File: src/design/spq_pkg.sv
package spq_pkg;

	localparam int DEPTH_DEF = 8;
	localparam int VAL_W     = 32;
	localparam int ACT_W     = 2;
	localparam int STAT_W    = 2;
	localparam int OP_W      = 2;

	typedef logic signed [VAL_W-1:0] value_t;
	typedef logic [ACT_W-1:0]        action_t;
	typedef logic [STAT_W-1:0]       status_t;
	typedef logic [OP_W-1:0]         op_t;

	// request codes
	localparam action_t ACT_INSERT = 2'd0;
	localparam action_t ACT_DELETE = 2'd1;
	localparam action_t ACT_LIST   = 2'd2;

	// result status codes
	localparam status_t STAT_OK    = 2'd0;
	localparam status_t STAT_FULL  = 2'd1;
	localparam status_t STAT_EMPTY = 2'd2;

	// chain operations
	localparam op_t OP_HOLD = 2'd0;
	localparam op_t OP_INS  = 2'd1;
	localparam op_t OP_DEL  = 2'd2;
	localparam op_t OP_ROT  = 2'd3;

	typedef struct packed {
		op_t    op;
		value_t value;
	} chain_ctrl_t;

endpackage

File: src/design/spq_if.sv
interface spq_item_if import spq_pkg::*; ();
	logic    valid;
	logic    ready;
	action_t action;
	value_t  value;

	modport source (output valid, action, value, input ready);
	modport sink (input valid, action, value, output ready);
endinterface

interface spq_result_if import spq_pkg::*; ();
	logic    valid;
	logic    ready;
	status_t status;
	value_t  value_out;
	logic    last;

	modport source (output valid, status, value_out, last, input ready);
	modport sink (input valid, status, value_out, last, output ready);
endinterface

File: src/design/spq_cell.sv
module spq_cell import spq_pkg::*; (
	input  logic        clk,
	input  chain_ctrl_t ctrl,
	input  logic        occupied,
	input  logic        tail,
	input  logic        prev_keep,
	input  value_t      prev_val,
	input  value_t      next_val,
	input  value_t      head_val,
	output logic        keep,
	output value_t      val
);

	value_t val_q;
	value_t val_d;

	// keep this entry when it is valid and not smaller than the new value
	assign keep = occupied && (val_q >= ctrl.value);
	assign val  = val_q;

	always_comb begin
		case (ctrl.op)
			OP_INS:  val_d = keep ? val_q : (prev_keep ? ctrl.value : prev_val);
			OP_DEL:  val_d = next_val;
			OP_ROT:  val_d = tail ? head_val : next_val;
			default: val_d = val_q;
		endcase
	end

	always_ff @(posedge clk) begin
		val_q <= val_d;
	end

endmodule

File: src/design/sorted_priority_queue.sv
// Channel | Role  | Payload                         | Transfer when
// item    | sink  | action[1:0], value[31:0]        | item.valid && item.ready
// result  | source| status[1:0], value_out[31:0], last | result.valid && result.ready
//
// Insert and delete keep the block idle; a new item may follow in the next cycle
// if the output register is free. A list emits one result per stored entry (one
// when empty): the cell chain rotates its occupied prefix by one cell per cycle toward
// the free output register. Reset clears the state, entry count and output valid flag;
// the output payload and cell contents stay unknown and are never read until written.
// A stalled result holds in the output register; a list pauses its rotation.
module sorted_priority_queue import spq_pkg::*; #(
	parameter int DEPTH = DEPTH_DEF
) (
	input  logic          clk,
	input  logic          arst_n,
	spq_item_if.sink      item,
	spq_result_if.source  result
);

	localparam int CW = $clog2(DEPTH + 1);

	localparam logic S_IDLE = 1'b0;
	localparam logic S_LIST = 1'b1;

	logic          state_q, state_d;
	logic [CW-1:0] count_q, count_d;
	logic [CW-1:0] rem_q, rem_d;

	logic    rvalid_q;
	status_t rstatus_q;
	value_t  rvalue_q;
	logic    rlast_q;

	logic    load;
	status_t nstatus;
	value_t  nvalue;
	logic    nlast;

	chain_ctrl_t ctrl;
	value_t      val_w  [DEPTH];
	logic        keep_w [DEPTH];

	logic free, acc, full, empty;

	// output register frees up when empty or when its result transfers
	assign free  = !rvalid_q || result.ready;
	assign item.ready = (state_q == S_IDLE) && free;
	assign acc   = item.valid && item.ready;
	assign full  = (count_q == CW'(DEPTH));
	assign empty = (count_q == '0);

	always_comb begin
		state_d    = state_q;
		count_d    = count_q;
		rem_d      = rem_q;
		load       = 1'b0;
		nstatus    = STAT_OK;
		nvalue     = '0;
		nlast      = 1'b1;
		ctrl.op    = OP_HOLD;
		ctrl.value = item.value;
		case (state_q)
			S_IDLE: begin
				if (acc) begin
					case (item.action)
						ACT_INSERT: begin
							load = 1'b1;
							if (full) begin
								nstatus = STAT_FULL;
							end else begin
								nvalue  = item.value;
								ctrl.op = OP_INS;
								count_d = count_q + 1'b1;
							end
						end
						ACT_DELETE: begin
							load = 1'b1;
							if (empty) begin
								nstatus = STAT_EMPTY;
							end else begin
								nvalue  = val_w[0];
								ctrl.op = OP_DEL;
								count_d = count_q - 1'b1;
							end
						end
						ACT_LIST: begin
							load = 1'b1;
							if (empty) begin
								nstatus = STAT_EMPTY;
							end else begin
								// emit the head, rotate, and walk the rest
								nvalue  = val_w[0];
								nlast   = (count_q == CW'(1));
								ctrl.op = OP_ROT;
								rem_d   = count_q - 1'b1;
								if (count_q != CW'(1)) begin
									state_d = S_LIST;
								end
							end
						end
						default: ;  // unused code: drop silently
					endcase
				end
			end
			S_LIST: begin
				if (free) begin
					load    = 1'b1;
					nvalue  = val_w[0];
					nlast   = (rem_q == CW'(1));
					ctrl.op = OP_ROT;
					rem_d   = rem_q - 1'b1;
					if (rem_q == CW'(1)) begin
						state_d = S_IDLE;
					end
				end
			end
			default: state_d = S_IDLE;
		endcase
	end

	always_ff @(posedge clk or negedge arst_n) begin
		if (!arst_n) begin
			state_q  <= S_IDLE;
			count_q  <= '0;
			rem_q    <= '0;
			rvalid_q <= 1'b0;
		end else begin
			state_q  <= state_d;
			count_q  <= count_d;
			rem_q    <= rem_d;
			rvalid_q <= load ? 1'b1 : (rvalid_q && !result.ready);
		end
	end

	always_ff @(posedge clk) begin
		if (load) begin
			rstatus_q <= nstatus;
			rvalue_q  <= nvalue;
			rlast_q   <= nlast;
		end
	end

	assign result.valid     = rvalid_q;
	assign result.status    = rstatus_q;
	assign result.value_out = rvalue_q;
	assign result.last      = rlast_q;

	// The chain: cell 0 holds the largest entry. Each cell sees its neighbors
	// and the head, and occupancy/tail come from the entry count.
	for (genvar i = 0; i < DEPTH; i++) begin : g_cell
		localparam logic [CW-1:0] IDX  = CW'(i);
		localparam logic [CW-1:0] IDX1 = CW'(i + 1);

		logic   prev_keep;
		value_t prev_val;
		value_t next_val;

		if (i == 0) begin : g_first
			assign prev_keep = 1'b1;
			assign prev_val  = ctrl.value;
		end else begin : g_mid
			assign prev_keep = keep_w[i-1];
			assign prev_val  = val_w[i-1];
		end

		if (i == DEPTH - 1) begin : g_end
			assign next_val = val_w[i];
		end else begin : g_inner
			assign next_val = val_w[i+1];
		end

		spq_cell u_cell (
			.clk       (clk),
			.ctrl      (ctrl),
			.occupied  (IDX < count_q),
			.tail      (IDX1 == count_q),
			.prev_keep (prev_keep),
			.prev_val  (prev_val),
			.next_val  (next_val),
			.head_val  (val_w[0]),
			.keep      (keep_w[i]),
			.val       (val_w[i])
		);
	end

endmodule

File: src/flat_wrapper.sv
// flat-port wrapper written by rule: the top's interface ports become plain ports
module sorted_priority_queue_flat import spq_pkg::*;
#(
	parameter int DEPTH = DEPTH_DEF
)
  (clk, arst_n, item_valid, item_action, item_value, item_ready, result_valid, result_status, result_value_out, result_last, result_ready);
  spq_item_if item_i ();
  spq_result_if result_i ();
  input  logic clk;
  input  logic arst_n;
  input wire logic [$bits(item_i.valid)-1:0] item_valid;
  input wire logic [$bits(item_i.action)-1:0] item_action;
  input wire logic [$bits(item_i.value)-1:0] item_value;
  output wire logic [$bits(item_i.ready)-1:0] item_ready;
  output wire logic [$bits(result_i.valid)-1:0] result_valid;
  output wire logic [$bits(result_i.status)-1:0] result_status;
  output wire logic [$bits(result_i.value_out)-1:0] result_value_out;
  output wire logic [$bits(result_i.last)-1:0] result_last;
  input wire logic [$bits(result_i.ready)-1:0] result_ready;
  assign item_i.valid = item_valid;
  assign item_i.action = item_action;
  assign item_i.value = item_value;
  assign item_ready = item_i.ready;
  assign result_valid = result_i.valid;
  assign result_status = result_i.status;
  assign result_value_out = result_i.value_out;
  assign result_last = result_i.last;
  assign result_i.ready = result_ready;
  sorted_priority_queue #(.DEPTH(DEPTH)) u_core (.clk(clk), .arst_n(arst_n), .item(item_i), .result(result_i));
endmodule
File: config.mk
export PLATFORM = sky130hd
export DESIGN_NAME = sorted_priority_queue_flat
export DESIGN_NICKNAME = d
export VERILOG_FILES = /design/src/design/spq_pkg.sv /design/src/design/spq_if.sv /design/src/design/spq_cell.sv /design/src/design/sorted_priority_queue.sv /design/src/flat_wrapper.sv
export SDC_FILE = /design/constraint.sdc
export NUM_CORES = 1
export LEC_CHECK = 0
export BUFFER_PORTS_ARGS = -buffer_cell sky130_fd_sc_hd__buf_2
export CORE_UTILIZATION = 30
export CTS_CLUSTER_SIZE = 8
export DETAILED_ROUTE_END_ITERATION = 8
export PLACE_DENSITY = 0.54
export SYNTH_ARGS = -nofsm -noshare
export SYNTH_HDL_FRONTEND = slang
export SYNTH_SLANG_ARGS = --single-unit
export TNS_END_PERCENT = 10
File: constraint.sdc
create_clock -name clk -period 11.7 [get_ports clk]
set_clock_uncertainty 0.2 [all_clocks]
set_input_delay 0.585 -clock clk [delete_from_list [all_inputs] [get_ports clk]]
set_output_delay 0.585 -clock clk [all_outputs]
set_load 0.03 [all_outputs]
==> results of run 1 <==
==> flip-flops by register name, indices dropped and copies added, names as in the netlist <==
name,flops
u_core.g_cell.u_cell.val,256
u_core.count_q,4
u_core.result.valid,1
u_core.result.status,2
u_core.result.last,1
u_core.result.value_out,32
u_core.rem_q,4
u_core.state_q,1
==> final cells by class <==
class                           count  share of cell area
Multi-Input combinational cell   1684               0.509
Sequential cell                   301               0.358
Clock buffer                       63              0.0484
Tap cell                          969              0.0483
Timing Repair Buffer              108              0.0255
Inverter                           59             0.00883
Clock inverter                      4             0.00105
==> cells by family after synthesis <==
| group | after synthesis | synth area share |
|---|---|---|
| AOI/OAI and AO/OA | 660 | 0.192 |
| and+or+nand+nor | 532 | 0.115 |
| DFF | 301 | 0.395 |
| adders and majority gates | 266 | 0.146 |
| buffers and inverters | 249 | 0.0496 |
| muxes | 221 | 0.101 |
| xor gates and xnor gates | 5 | 0.00192 |
==> cells in the final DEF, fill, tap and decap left out, types with 57 or more instances in the layout <==
master,count
a21oi_1,167
buf_2,74
edfxtp_1,291
ha_1,266
inv_1,59
mux2_2,64
mux2i_1,157
nand2_1,134
nand3_1,61
nand4_1,57
nor2_1,123
o21ai_0,89
o21ai_1,75
==> cells in the mapped netlist, types with 8 or more instances <==
cell,number
edfxtp_1,291
ha_1,266
a21oi_1,169
mux2i_1,157
nand2_1,142
nor2_1,123
clkbuf_1,99
o21ai_0,92
o21ai_1,76
mux2_2,64
nand3_1,62
inv_1,59
nand4_1,57
nor3_1,51
buf_2,45
nor2b_1,45
a211oi_1,41
a31oi_1,38
o21a_1,36
a22oi_1,33
a22o_1,32
o22a_1,32
buf_1,23
a21o_1,22
a221oi_1,20
a221oi_2,19
buf_6,14
dfrtp_1,10
buf_4,9
and3_1,8
nor4_1,8
o211ai_1,8
==> through the flow <==
| stage | hold slack [ns] | utilization | worst slack, ns | power (W) | instances |
|---|---|---|---|---|---|
| after floorplan | 0.0894 | - | 6.15 | 0.00589 | 2234 |
| after global placement | 0.255 | 0.319 | 5.85 | 0.00758 | 3120 |
| after detailed placement | 0.260 | 0.319 | 5.89 | 0.00765 | 3120 |
| after CTS | 0.160 | 0.336 | 6.36 | 0.00891 | 3188 |
| after global routing | 0.189 | 0.336 | 6.07 | 0.00945 | 3188 |
| final | 0.193 | 0.336 | 6.24 | 0.00901 | 3188 |
==> routing by layer <==
layer | vias to the layer above | part of all wire
li1 | 8512 | -
met1 | 9379 | 0.45
met2 | 928 | 0.43
met3 | 174 | 0.084
met4 | 6 | 0.033
met5 | - | 0.00041
==> final timing paths <==
path / start / end / slack [ns] / cells past startpoint
worst min-delay path: arst_n / u_core.result.valid / 0.19 / 2
max in group asynchronous: arst_n / u_core.count_q[1] / 10.89 / 2
worst max register to register: u_core.count_q[0] / u_core.g_cell[4].u_cell.val[19] / 6.24 / 12
min in group clk: item_valid / u_core.state_q / 0.20 / 3
worst min register to register: u_core.rem_q[1] / u_core.rem_q[1] / 0.33 / 2
worst max-delay path: u_core.count_q[0] / u_core.g_cell[4].u_cell.val[19] / 6.24 / 12
==> repair_timing <==
action	CTS	global route
endpoints found under the hold margin	10	0
gates resized for setup	0	0
buffers inserted	0	0
hold buffers	1	0
==> power by group <==
group	leakage, nW	internal, W	switching (W)	total (W)
registers	2.94	0.00219	0.000715	0.00291
logic	6.55	0.00167	0.00320	0.00487
clock network	0.602	0.000710	0.000516	0.00123
==> reports/results.txt, run 1 <==
status -> finished, final reports clean
Die H -> 277 um
max incr delay on CP -> 1.04 ns
Pleak -> 10.1 nW
total grt overflow -> 0
family with the most delay on the worst path -> buffers and inverters
first-pass GRT wire length -> 128000 um
drt initial violations -> 2181
clock buffer depth -> 3
share of layout cells above drive strength 1 -> 0.124
Crit path buffers/inverters -> 4
die area -> 77000 um2
busiest grt layer -> met2
Area contributors post-synth -> edfxtp_1, ha_1, mux2i_1
Placed Area -> 23800 um2
crit path max-delay cell type -> and3_1
DRC viols -> 0
Antenna Cells -> 0
min Tclk post-route -> 5.46 ns
TritonCTS clock tree -> yes
Worst Setup End Kind -> flip-flop
I/O pins -> 75
post-route cell area -> 25100 um2
Setup TNS -> 0 ns
met3 Use GR -> 0.0437
crit-path max FO -> 184
Pwr per Cell Area -> 359 nW/um2
via count -> 18999
total CTS buffers -> 44
VDD IR max -> 0.259 mV
Syn Std Cell Area -> 22800 um2
CORE AREA -> 74700 um2
period utilisation layout -> 0.467
total clock sinks -> 301
CP required -> 11.89 ns
final hold vios -> 0
Fillers -> 7408
vias in the first global route -> 18386
measured slew at the worst slew-check pin -> 1.29 ns
nature of the critical path startpoint -> flip-flop
Overall Global Routing Usage -> 0.225
DPL Wire Length -> 58000 um
syn nets -> 2538
register area -> 8990 um2
leading area contributor after synthesis -> edfxtp_1
worst skew pair latency -> 0.59 ns
endpoints failing setup -> 0
WL final -> 88800 um
WP data arrival -> 5.65 ns
number of synthesized register bits -> 301
WS Path Type -> reg2reg
row count -> 100
GPL Wtd Cong -> 0.937
cell repeated most along the worst path -> buf_4
MaxCap Viol Count -> 0
Hold/Removal Path Class -> in2async
YS warnings -> 0
RSZ-0062 raised after global routing -> false
Rel. slew slack -> 0.133
H-tree Lvls -> 2
predominant post-synthesis flop cell -> edfxtp_1
Die X -> 277 um
synth-to-layout area growth -> 10.2%
multi-input logic area -> 12800 um2
Peak Freq -> 0.183 GHz
Seq/Total Area, Yosys -> 0.395
Cells after Synth -> 2234
critical-path cell list -> inv_1 > ha_1 > nor2b_1 > nand2_1 > o21ai_1 > o21ai_4 > buf_4 > buf_12 > and3_1 > buf_4 > a22oi_1 > o21ai_0
antenna violations before repair -> 4
Clock Pin Slew Worst Setup and Hold Paths -> 0.05 ns
Avg Cell Area, Syn -> 10.2 um2
largest net degree at the start of global routing -> 185
Slew Limit Fails -> 0
Antenna Violating Nets Remaining -> 0
vias per cell -> 5.96
top-area cell type share of the netlist area -> 0.384
Post-synth EDFFs -> 291
Global Route met2 Usage -> 0.345
Routed WL per cell -> 27.8 um
Nets -> 2502
First-pass DRT Iterations -> 6
Port-buffer cells -> 74
GR met1 Demand/Resource -> 0.315
Starting Density -> 0.305
Root Buffer -> clkbuf_16
Distinct cells, synth -> 73
Post-synth ARST share -> 0.0332
No activity file was read; power rests on OpenSTA's default activity.
==> inputs of run 2 (changes only) <==
--- a/config.mk
+++ b/config.mk
@@ -9,7 +9,7 @@
 export CORE_UTILIZATION = 30
 export CTS_CLUSTER_SIZE = 8
 export DETAILED_ROUTE_END_ITERATION = 8
-export PLACE_DENSITY = 0.54
+export PLACE_DENSITY = 0.56
 export SYNTH_ARGS = -nofsm -noshare
 export SYNTH_HDL_FRONTEND = slang
 export SYNTH_SLANG_ARGS = --single-unit
==> constraint.sdc (replaced) <==
create_clock -name clk -period 5 [get_ports clk]
set_clock_uncertainty 0.2 [all_clocks]
set_input_delay 0.25 -clock clk [delete_from_list [all_inputs] [get_ports clk]]
set_output_delay 0.25 -clock clk [all_outputs]
set_load 0.03 [all_outputs]
==> reports/results.txt, run 2 (same netlist as run 1, synthesis figures left out) <==
status -> finished, final reports clean
# Post-CTS Setup Buffers -> 0
Pwr per Cell Area -> 817 nW/um2
cell internal pwr -> 0.0109 W
total grt overflow -> 0
total clock sinks -> 301
family with the most delay on the worst path -> compound AO/OA/AOI/OAI gates
clock buffer depth -> 3
antenna violations before repair -> 1
post-cts resize count -> 0
First-pass DRT Iterations -> 5
switch share -> 0.480
WP data arrival -> 4.93 ns
WS Path Type -> in2reg
Starting Density -> 0.305
final hold vios -> 0
Root Buffer -> clkbuf_16
die area -> 77000 um2
crit path max-delay cell type -> dlygate4sd3_1
VDD IR max -> 0.711 mV
nature of the critical path startpoint -> input port
Pleak -> 10.3 nW
MaxCap Viol Count -> 0
Cell Count, Final, Fillers Out -> 3240
Antenna Cells -> 0
max reg flops -> 256
Peak Freq -> 0.203 GHz
synth-to-layout area growth -> 12.5%
Die H -> 277 um
DPL Wire Length -> 57800 um
crit-path max FO -> 21
vias per cell -> 5.84
Die X -> 277 um
measured slew at the worst slew-check pin -> 1.27 ns
sequential power share -> 0.321
TritonCTS clock tree -> yes
Routed WL per cell -> 26.2 um
final core occ -> 0.343
Net Sw Power -> 0.0101 W
commonest non-fill, non-tap cell in the layout -> edfxtp_1
post-cts hold buffer count -> 35
I/O pins -> 75
Inst Count DP -> 3138
via count -> 18929
Rel. slew slack -> 0.132
Antenna Violating Nets Remaining -> 0
Crit path buffers/inverters -> 4
RSZ-0062 raised after global routing -> false
share of layout cells above drive strength 1 -> 0.128
total CTS buffers -> 44
Overall Global Routing Usage -> 0.217
Clk network pwr share -> 0.136
Nets -> 2554
GPL Wtd Cong -> 0.934
first-pass GRT wire length -> 126000 um
min Tclk post-route -> 4.93 ns
WL final -> 84700 um
H-tree Lvls -> 2
CP required -> 5.00 ns
hold_ws -> 0.0738 ns
CORE AREA -> 74700 um2
Slew Limit Fails -> 0
worst skew pair latency -> 0.57 ns
DRC viols -> 0
Port-buffer cells -> 74
commonest cells after routing, fill and taps aside -> edfxtp_1, ha_1, a21oi_1
Worst Setup End Kind -> flip-flop
Clock Pin Slew Worst Setup and Hold Paths -> 0.05 ns
vias in the first global route -> 18453
row count -> 100
combinational power share -> 0.544
max incr delay on CP -> 0.56 ns
drt initial violations -> 1885
largest net degree at the start of global routing -> 154
endpoints failing setup -> 0
period utilisation layout -> 0.986
critical-path cell list -> dlygate4sd3_1 > buf_2 > inv_1 > ha_1 > nand4_1 > nor3_1 > o21ai_0 > a21boi_0 > or4_1 > a31oi_1 > o22ai_4 > buf_4
Setup TNS -> 0 ns
Hold/Removal Path Class -> in2reg
-- run 2: cell types whose count changed in the layout (fill, tap and decap cells not counted), sizes merged --
cell / delta
dlygate4sd3: +34
buf: +18
clkinv: -2
inv: -2
clkbuf: +4
-- run 2: cell type report --
class                      instances  area (um2)
sequential                       301        8990
inverter                          59         221
clock buffer                      67        1230
tap                              969        1210
multi-input combinational       1684       12800
fill                            7391       49100
timing repair buffer             160        1190
-- run 2: per-stage QoR --
stage	setup WS [ns]	power, W	area, um2
global placement	0.244	0.0176	24000
detailed placement	0.242	0.0179	24000
global route	0.0881	0.0221	25600
floorplan	-0.190	0.0138	22800
CTS	0.257	0.0208	25600
finish	0.0689	0.0209	25600
-- run 2: worst paths after layout --
check / start / endpoint / slack, ns / cells past startpoint
min in group asynchronous: arst_n / u_core.result.valid / 0.53 / 3
max in group asynchronous: arst_n / u_core.rem_q[0] / 3.72 / 3
max: item_value[15] / u_core.g_cell[7].u_cell.val[22] / 0.07 / 12
max reg2reg: u_core.g_cell[7].u_cell.val[12] / u_core.g_cell[7].u_cell.val[22] / 0.45 / 9
min: item_action[0] / u_core.result.valid / 0.07 / 4
min reg2reg: u_core.rem_q[1] / u_core.rem_q[1] / 0.32 / 2
-- run 2: power by group through the flow --
stage | clock network, W | registers, W | logic, W
2_1_floorplan | 0 | 0.00609 | 0.00769
3_3_place_gp | 0 | 0.00667 | 0.0109
3_5_place_dp | 0 | 0.00667 | 0.0112
4_1_cts | 0.00291 | 0.00664 | 0.0112
5_1_grt | 0.00298 | 0.00684 | 0.0123
6_report | 0.00284 | 0.00671 | 0.0114
-- run 2: worst register-to-register path, cell delays in order (launching register included) --
cell and delay [ns]:
edfxtp_1 0.43, ha_1 0.31, nand4_1 0.37, nor3_1 0.55, o21ai_0 0.45, a21boi_0 0.52, or4_1 0.19, a31oi_1 0.12
o22ai_4 0.49, buf_4 0.53
-- run 2: metal layers --
layer / share of wire / vias to the layer above / wire, um / GRT usage
met4: 0.029 / 2 / 2460 / 0.0664
li1: - / 8621 / - / -
met1: 0.46 / 9303 / 38700 / 0.310
met3: 0.075 / 125 / 6370 / 0.0334
met5: 0.00015 / - / 13 / 0
met2: 0.44 / 878 / 37200 / 0.334
